## config.mk

```make
export PLATFORM = sky130hd
export DESIGN_NAME = cube_case_triangle_emitter_core
export DESIGN_NICKNAME = d
export VERILOG_FILES = /design/src/hw/rtl/cce_pkg.sv /design/src/hw/rtl/cube_case_triangle_emitter_core.sv /design/src/hw/rtl/cce_decode.sv /design/src/hw/rtl/cce_emit.sv
export SDC_FILE = /design/constraint.sdc
export NUM_CORES = 1
export LEC_CHECK = 0
export ABC_AREA = 0
export BUFFER_PORTS_ARGS = -buffer_cell sky130_fd_sc_hd__buf_2
export CAP_MARGIN = 20
export CORE_MARGIN = 4
export CORE_UTILIZATION = 45
export CTS_CLUSTER_SIZE = 30
export DETAILED_ROUTE_END_ITERATION = 7
export PLACE_DENSITY = 0.68
export SLEW_MARGIN = 20
export SYNTH_ARGS = -nofsm -noshare
export SYNTH_HDL_FRONTEND = slang
export SYNTH_HIERARCHICAL = 1
export SYNTH_SLANG_ARGS = --single-unit
export TNS_END_PERCENT = 20
```

## constraint.sdc

```tcl
create_clock -name clk -period 7.3 [get_ports clk]
set_clock_uncertainty 0.05 [all_clocks]
set_input_delay 1.095 -clock clk [delete_from_list [all_inputs] [get_ports clk]]
set_output_delay 1.095 -clock clk [all_outputs]
set_load 0.005 [all_outputs]
```

## src/hw/rtl/cce_pkg.sv

```systemverilog
// Shared types, constants and tables for the cube case triangle emitter.
// No dependencies; imported by every module under hw/rtl.
`timescale 1ns / 1ps

package cce_pkg;

  localparam int NumRot   = 24;
  localparam int NumCases = 15;
  localparam int MaxTris  = 4;

  typedef logic [2:0] corner_t;
  typedef logic [4:0] rot_idx_t;
  typedef logic [3:0] case_sel_t;
  typedef logic [2:0] tri_cnt_t;
  typedef logic [1:0] tri_idx_t;

  // Decoded cube, held while its triangles are emitted.
  typedef struct packed {
    logic [7:0]        code;
    logic              known;
    case_sel_t         sel;
    tri_cnt_t          count;
    corner_t [7:0]     perm;   // perm[i]: physical corner of rotated corner i
    logic              flip;
  } job_t;

  // One emitted result.
  typedef struct packed {
    logic [7:0] code;
    logic       known;
    logic       tvalid;
    corner_t    v0a;
    corner_t    v0b;
    corner_t    v1a;
    corner_t    v1b;
    corner_t    v2a;
    corner_t    v2b;
    logic       last;
  } result_t;

  // Corner permutations, one hex digit per rotated corner, rotated corner 0 first.
  localparam logic [31:0] ROT_TABLE [NumRot] = '{
    32'h01234567, 32'h15620473, 32'h54761032, 32'h40375126,
    32'h45107623, 32'h32670145, 32'h30127456, 32'h04513762,
    32'h47650321, 32'h73264015, 32'h21563074, 32'h74036512,
    32'h23016745, 32'h37402651, 32'h76543210, 32'h62157304,
    32'h10452376, 32'h67325401, 32'h12305674, 32'h26731540,
    32'h65472103, 32'h51046237, 32'h03741265, 32'h56214730
  };

  localparam logic [7:0] CASE_CODE [NumCases] = '{
    8'd0, 8'd1, 8'd3, 8'd33, 8'd65, 8'd14, 8'd67, 8'd82,
    8'd15, 8'd141, 8'd85, 8'd77, 8'd30, 8'd165, 8'd142
  };

  localparam tri_cnt_t CASE_COUNT [NumCases] = '{
    3'd0, 3'd1, 3'd2, 3'd2, 3'd2, 3'd3, 3'd3, 3'd3,
    3'd2, 3'd4, 3'd4, 3'd4, 3'd4, 3'd4, 3'd4
  };

  // Triangles in rotated corner positions: digits v0a v0b v1a v1b v2a v2b.
  localparam logic [23:0] CASE_TRIS [NumCases][MaxTris] = '{
    '{24'h000000, 24'h000000, 24'h000000, 24'h000000},
    '{24'h030401, 24'h000000, 24'h000000, 24'h000000},
    '{24'h030415, 24'h120315, 24'h000000, 24'h000000},
    '{24'h030401, 24'h565154, 24'h000000, 24'h000000},
    '{24'h030401, 24'h676265, 24'h000000, 24'h000000},
    '{24'h371526, 24'h373015, 24'h030115, 24'h000000},
    '{24'h030415, 24'h120315, 24'h676265, 24'h000000},
    '{24'h121015, 24'h474540, 24'h676265, 24'h000000},
    '{24'h042637, 24'h041526, 24'h000000, 24'h000000},
    '{24'h740467, 24'h040167, 24'h670162, 24'h620112},
    '{24'h010345, 24'h125623, 24'h034745, 24'h656723},
    '{24'h013704, 24'h370156, 24'h673765, 24'h011256},
    '{24'h011503, 24'h301537, 24'h152637, 24'h474504},
    '{24'h010304, 24'h262321, 24'h565154, 24'h747376},
    '{24'h014703, 24'h012647, 24'h742676, 24'h011526}
  };

endpackage

```

## src/hw/rtl/cube_case_triangle_emitter_core.sv

```systemverilog
// Top level of the cube case triangle emitter: input decode, held cube register,
// triangle emitter and result register. Depends on cce_pkg, cce_decode, cce_emit.
`timescale 1ns / 1ps

// A cube is transferred in on a rising edge with start high and busy low. Its
// results come out one per cycle on the result ports, each flagged by strobe
// for exactly one cycle; there is no back-pressure, so the receiver must take
// every result in the cycle it is shown. A cube gives one result per triangle
// (one to four), or a single empty result (triangle_valid low) when its code
// is zero or not a canonical case; last_of_cube marks the final one. The first
// result shows once the cube has passed the held cube register and the result
// register. The held cube register feeds a single emitter that produces one
// result per cycle; busy drops in the cycle the last result of the held cube
// is being formed, so the next cube can be taken in with no gap. Reset clears
// the control state only; there is no clearing pass.
module cube_case_triangle_emitter_core import cce_pkg::*; (
  input  logic       clk,
  input  logic       rst,
  input  logic       start,
  output logic       busy,
  input  logic [7:0] corner_flags,
  input  logic [4:0] rotation_index,
  input  logic       flip_winding,
  output logic       strobe,
  output logic [7:0] canonical_code,
  output logic       code_known,
  output logic       triangle_valid,
  output logic [2:0] v0_corner_a,
  output logic [2:0] v0_corner_b,
  output logic [2:0] v1_corner_a,
  output logic [2:0] v1_corner_b,
  output logic [2:0] v2_corner_a,
  output logic [2:0] v2_corner_b,
  output logic       last_of_cube
);

  job_t     dec;       // decode of the cube on the input ports
  job_t     job;       // cube whose triangles are being emitted
  logic     job_valid;
  tri_idx_t k;         // triangle index within the held cube
  result_t  res;       // result being formed this cycle
  result_t  res_q;     // result on the output ports
  logic     accept;

  cce_decode u_decode (
    .corner_flags   (corner_flags),
    .rotation_index (rotation_index),
    .flip_winding   (flip_winding),
    .job            (dec)
  );

  cce_emit u_emit (
    .job (job),
    .k   (k),
    .res (res)
  );

  // Free once the held cube is on its final result.
  assign busy   = job_valid && !res.last;
  assign accept = start && !busy;

  // Control state
  always_ff @(posedge clk) begin
    if (rst) begin
      job_valid <= 1'b0;
      k         <= '0;
      strobe    <= 1'b0;
    end else begin
      strobe <= job_valid;
      if (accept) begin
        job_valid <= 1'b1;
        k         <= '0;
      end else if (job_valid && res.last) begin
        job_valid <= 1'b0;
        k         <= '0;
      end else if (job_valid) begin
        k <= k + 2'd1;
      end
    end
  end

  // Payload: held cube and output register
  always_ff @(posedge clk) begin
    if (accept) begin
      job <= dec;
    end
    if (job_valid) begin
      res_q <= res;
    end
  end

  assign canonical_code = res_q.code;
  assign code_known     = res_q.known;
  assign triangle_valid = res_q.tvalid;
  assign v0_corner_a    = res_q.v0a;
  assign v0_corner_b    = res_q.v0b;
  assign v1_corner_a    = res_q.v1a;
  assign v1_corner_b    = res_q.v1b;
  assign v2_corner_a    = res_q.v2a;
  assign v2_corner_b    = res_q.v2b;
  assign last_of_cube   = res_q.last;

  // Every cube transfer produces a result through the held cube and result registers.
  a_accept_to_result: assert property (@(posedge clk) disable iff (rst)
    accept |-> ##2 strobe)
    else $error("no result after cube transfer");

  // An empty result ends its cube and carries no corners.
  a_empty_is_last: assert property (@(posedge clk) disable iff (rst)
    (strobe && !triangle_valid) |-> (last_of_cube && v0_corner_a == '0 &&
      v1_corner_a == '0 && v2_corner_a == '0))
    else $error("malformed empty result");

  // Triangles only come from canonical cases.
  a_tri_known: assert property (@(posedge clk) disable iff (rst)
    (strobe && triangle_valid) |-> code_known)
    else $error("triangle from unknown case");

  // Triangle index stays inside the held case's triangle count.
  a_k_in_range: assert property (@(posedge clk) disable iff (rst)
    job_valid |-> (({1'b0, k} < job.count) || (job.count == '0 && k == '0)))
    else $error("triangle index beyond case count");

  // A result that is not the last is followed by another from the same cube.
  a_cube_continues: assert property (@(posedge clk) disable iff (rst)
    (strobe && !last_of_cube) |=> (strobe && $stable(canonical_code)))
    else $error("cube results broken off");

endmodule

```

## src/hw/rtl/cce_decode.sv

```systemverilog
// Cube decode: rotation lookup, rotated case code and canonical case match.
// Depends on cce_pkg.
`timescale 1ns / 1ps

module cce_decode import cce_pkg::*; (
  input  logic [7:0] corner_flags,
  input  logic [4:0] rotation_index,
  input  logic       flip_winding,
  output job_t       job
);

  rot_idx_t    ridx;
  logic [31:0] row;

  // indexes past the table fall back to the identity
  assign ridx = (rotation_index >= 5'(NumRot)) ? '0 : rotation_index;
  assign row  = ROT_TABLE[ridx];

  always_comb begin
    job      = '0;
    job.flip = flip_winding;
    for (int i = 0; i < 8; i++) begin
      job.perm[i]     = row[4*(7-i) +: 3];
      job.code[7 - i] = corner_flags[job.perm[i]];
    end
    for (int c = 0; c < NumCases; c++) begin
      if (job.code == CASE_CODE[c]) begin
        job.known = 1'b1;
        job.sel   = 4'(c);
        job.count = CASE_COUNT[c];
      end
    end
  end

endmodule

```

## src/hw/rtl/cce_emit.sv

```systemverilog
// Triangle emitter: picks triangle k of the held case, maps its rotated corners
// to physical corners and applies the winding swap. Depends on cce_pkg.
`timescale 1ns / 1ps

module cce_emit import cce_pkg::*; (
  input  job_t     job,
  input  tri_idx_t k,
  output result_t  res
);

  logic [23:0] tri_row;
  corner_t     c [6];
  logic        empty;

  assign tri_row = CASE_TRIS[job.sel][k];
  assign empty   = (job.count == '0);

  always_comb begin
    for (int j = 0; j < 6; j++) begin
      c[j] = job.perm[tri_row[4*(5-j) +: 3]];
    end
  end

  always_comb begin
    res        = '0;
    res.code   = job.code;
    res.known  = job.known;
    if (empty) begin
      res.last = 1'b1;
    end else begin
      res.tvalid = 1'b1;
      res.last   = ({1'b0, k} == (job.count - 3'd1));
      if (job.flip) begin
        res.v0a = c[2];
        res.v0b = c[3];
        res.v1a = c[0];
        res.v1b = c[1];
      end else begin
        res.v0a = c[0];
        res.v0b = c[1];
        res.v1a = c[2];
        res.v1b = c[3];
      end
      res.v2a = c[4];
      res.v2b = c[5];
    end
  end

endmodule
```

==> key figures <==
Power
  – Lkg Pwr: about 3.1 nW
  – Worst IR Drop VDD: ~150 uV
  – Switching power: approximately 0.00062 W
  – Int Pwr: between 0.001 and 0.0015 W
  – Sequential Power Share: 32.7%
  – Switching Share: a little over a third
  – Clock share of power: about a quarter
  – Gate power share: slightly above 40%
  – P per Cell Area: roughly 220 mW/mm^2

Yosys
  – Leading area contributor after synthesis: edfxtp_1
  – Post-synth top cells: mux2i_1 (100), edfxtp_1 (70), nand2_1 (51)
  – Synth top area share: ~28%
  – Most used DFF post-synth: edfxtp_1
  – Leading cell type by number of instances after synthesis: mux2i_1
  – Mean Syn Cell Area: 9.30 um^2
  – Mapped Nets: between 800 and 900
  – Library cells used by synthesis: between 100 and 150
  – Yosys warns: 6
  – #FFs+latches synth: between 70 and 80
  – Number of synthesized flops with an enable pin: 70
  – Post-synthesis sequential area ratio: 29.3%
  – FFs w/ async S/R, synth: 0%
  – Synth area leaders: edfxtp_1 (28%), mux2i_1 (13%), o21ai_0 (3.1%)
  – Mapped Area: 0.00745 mm^2
  – Syn Inst Count: ~800

Die
  – Die Ht: ~140 um
  – Core area: ~0.016 mm^2
  – # IOs: 48
  – FP Rows: 46
  – Die X-Extent: around 140 um
  – Initial Util: between 40% and 50%
  – Die ar.: around 0.019 mm^2

GRT
  – Largest net degree at the start of global routing: 55
  – Total GRT Usage: between 20% and 30%
  – Initial antenna violation count: 0
  – Total grt overflow: 0
  – First-pass GRT wire length: between 30000 and 40000 um
  – Vias in the first global route: slightly below 6000

Place
  – IO buf count: 47
  – Pre-CTS setup slack: approximately 2100 ps
  – Post-DP HPWL: approximately 14000 um
  – Post-DP Area: roughly 0.0075 mm^2
  – Final RePlAce weighted congestion: between 0.9 and 1
  – Placed Cells: between 1000 and 1500

STA
  – Relative slew margins: 32.3%
  – # setup viols final: 0
  – Fin crit share: 66.9%
  – Worst-margin pin slew: 1010 ps
  – Setup_tns: 0 ps
  – Fin. Hold Viols: 0
  – Fmax: 205 MHz
  – Crit path time final: roughly 4900 ps
  – Worst Setup Slack, final: about 2400 ps
  – RSZ-0062 raised after global routing: no
  – Final Max Slew Viols: 0

Drt
  – Drt wl/cell: around 19 um
  – Routed Wire Length: around 20000 um
  – Highest metal used: met4
  – Metal3 WL: 1320 um
  – Vias per cell: approximately 6.3
  – Vias post-DR: ~6400
  – Remaining DRCs: 0
  – Antenna-violating nets left: 0
  – Met2 wire length: about 9000 um
  – 1st-iter DRT viols: between 700 and 800
  – Drt first pass iters: 5
  – DRT met1 WL: around 8600 um

CTS
  – Resized Gates After CTS: 0
  – CTS tree: done
  – Reg clk slew, reported paths: roughly 60 ps
  – CTS Root Cell: clkbuf_16
  – Cts bufs inserted: 9
  – Hold-fix buffers, CTS: 0
  – H-tree Lvls: 3
  – CTS sink cnt: 74
  – Clock Latency Late Sink: about 330 ps
  – Clock buffer depth: 2
  – Setup bufs post-CTS: 0

Final layout
  – Layout cells sized above 1: about 17%
  – Post-layout util: 49.1%
  – Layout Nets: roughly 840
  – Fin area: around 0.0079 mm^2
  – Post-Layout Cell Count: about 1000
  – Antenna fix cells: 0
  – Area delta synth->final: 5.73%

Status
  – Status: complete, no violations

Hold path
  – Worst min-delay path class: reg -> reg

Critical path
  – Setup CP Type: in -> reg
  – Worst Path Max Fanout: between 40 and 50
  – Arr. time, crit path: between 4000 and 5000 ps
  – Nature of the critical path endpoint: register
  – WP data required: about 7300 ps
  – Crit start category: input pin

Job
  – Number of max-cap violations: 0
[kinds of logic (layout without fill, tap and decap cells)]
| group | count (synthesis) | count (layout) | share of synthesized area [%] |
|---|---|---|---|
| mux | 125 | 125 | 18.2 |
| compound gates | 236 | 236 | 23.1 |
| buf+inv | 107 | 112 | 8.56 |
| fa+ha+maj | 18 | 18 | 3.02 |
| flops | 74 | 74 | 29.3 |
| xor+xnor | 4 | 4 | 0.470 |
| simple gates | 237 | 237 | 17.4 |
[per-layer routing]
layer	track usage, %	up-vias
li1	-	3034
met1	28.3	3056
met2	32.2	271
met3	3.53	48
met4	8.12	0
met5	0	-
[registers in the layout (all words and copies together), names as in the netlist]
register        flops
job                41
canonical_code      8
v0_corner_a         3
v0_corner_b         3
v1_corner_a         3
v1_corner_b         3
v2_corner_a         3
v2_corner_b         3
k                   2
code_known          1
job_valid           1
last_of_cube        1
strobe              1
triangle_valid      1
[per-stage QoR]
step,hold slack (ps),power (W)
6_report,367,0.00175
5_1_grt,382,0.00184
4_1_cts,369,0.00174
3_5_place_dp,356,0.00127
3_3_place_gp,353,0.00127
2_1_floorplan,440,0.00114
[area by class of cell]
cell class / count / area [um^2]
fill: 1480 / 8180
multi-input combinational: 620 / 4640
sequential: 74 / 2180
timing repair buffer: 55 / 315
tap: 216 / 270
clock buffer: 9 / 225
inverter: 41 / 154
clock inverter: 7 / 92.6
[placed cells by master (no fill, tap or decap), types with 5 or more instances in the layout]
cell type | netlist | routed
mux2i_1 | 100 | 100
edfxtp_1 | 70 | 70
nand2_1 | 51 | 51
buf_2 | 15 | 47
o21ai_0 | 46 | 46
nor2_1 | 45 | 45
a21oi_1 | 38 | 38
inv_1 | 34 | 34
nor2b_1 | 26 | 25
nor3_1 | 20 | 20
nand3_1 | 20 | 20
nand2b_1 | 19 | 19
a211oi_1 | 19 | 19
ha_1 | 18 | 18
mux2_2 | 17 | 17
o22ai_1 | 12 | 12
a22oi_1 | 10 | 10
o211ai_1 | 10 | 10
clkbuf_16 | 0 | 9
a22o_1 | 8 | 8
buf_4 | 24 | 7
and3_1 | 7 | 7
a31oi_1 | 6 | 6
inv_2 | 6 | 6
nand4bb_1 | 5 | 5
or2_1 | 5 | 5
a21boi_0 | 5 | 5
and2_1 | 5 | 5
a21o_1 | 5 | 5
[critical path, stage by stage]
cell	delay (ps)
buf_2	550
nand2_1	180
nand2_1	210
ha_1	360
mux2i_1	140
o32ai_2	360
or2_1	300
a21oi_1	150
a211oi_1	340
or2_1	320
nor2_1	160
a32oi_2	260
nand3_1	120
or3_1	360
[power by group through the flow]
| stage | clock [W] | combinational [W] | sequential (W) |
|---|---|---|---|
| 5_1_grt | 0.000494 | 0.000770 | 0.000576 |
| 6_report | 0.000465 | 0.000712 | 0.000571 |
| 3_5_place_dp | 0 | 0.000691 | 0.000579 |
| 4_1_cts | 0.000474 | 0.000697 | 0.000571 |
| 3_3_place_gp | 0 | 0.000688 | 0.000578 |
| 2_1_floorplan | 0 | 0.000565 | 0.000577 |
[path summary, 6_finish.rpt]
kind                       endpoint               from  slack, ps  depth (start not counted)
setup / recovery            job[32]  rotation_index[3]       2420                         14
hold / removal    canonical_code[2]            job[35]        370                          0
hold reg to reg   canonical_code[2]            job[35]        370                          0
setup reg to reg     v0_corner_a[2]            job[29]       3480                         10
(Power assumes the default switching activity.)
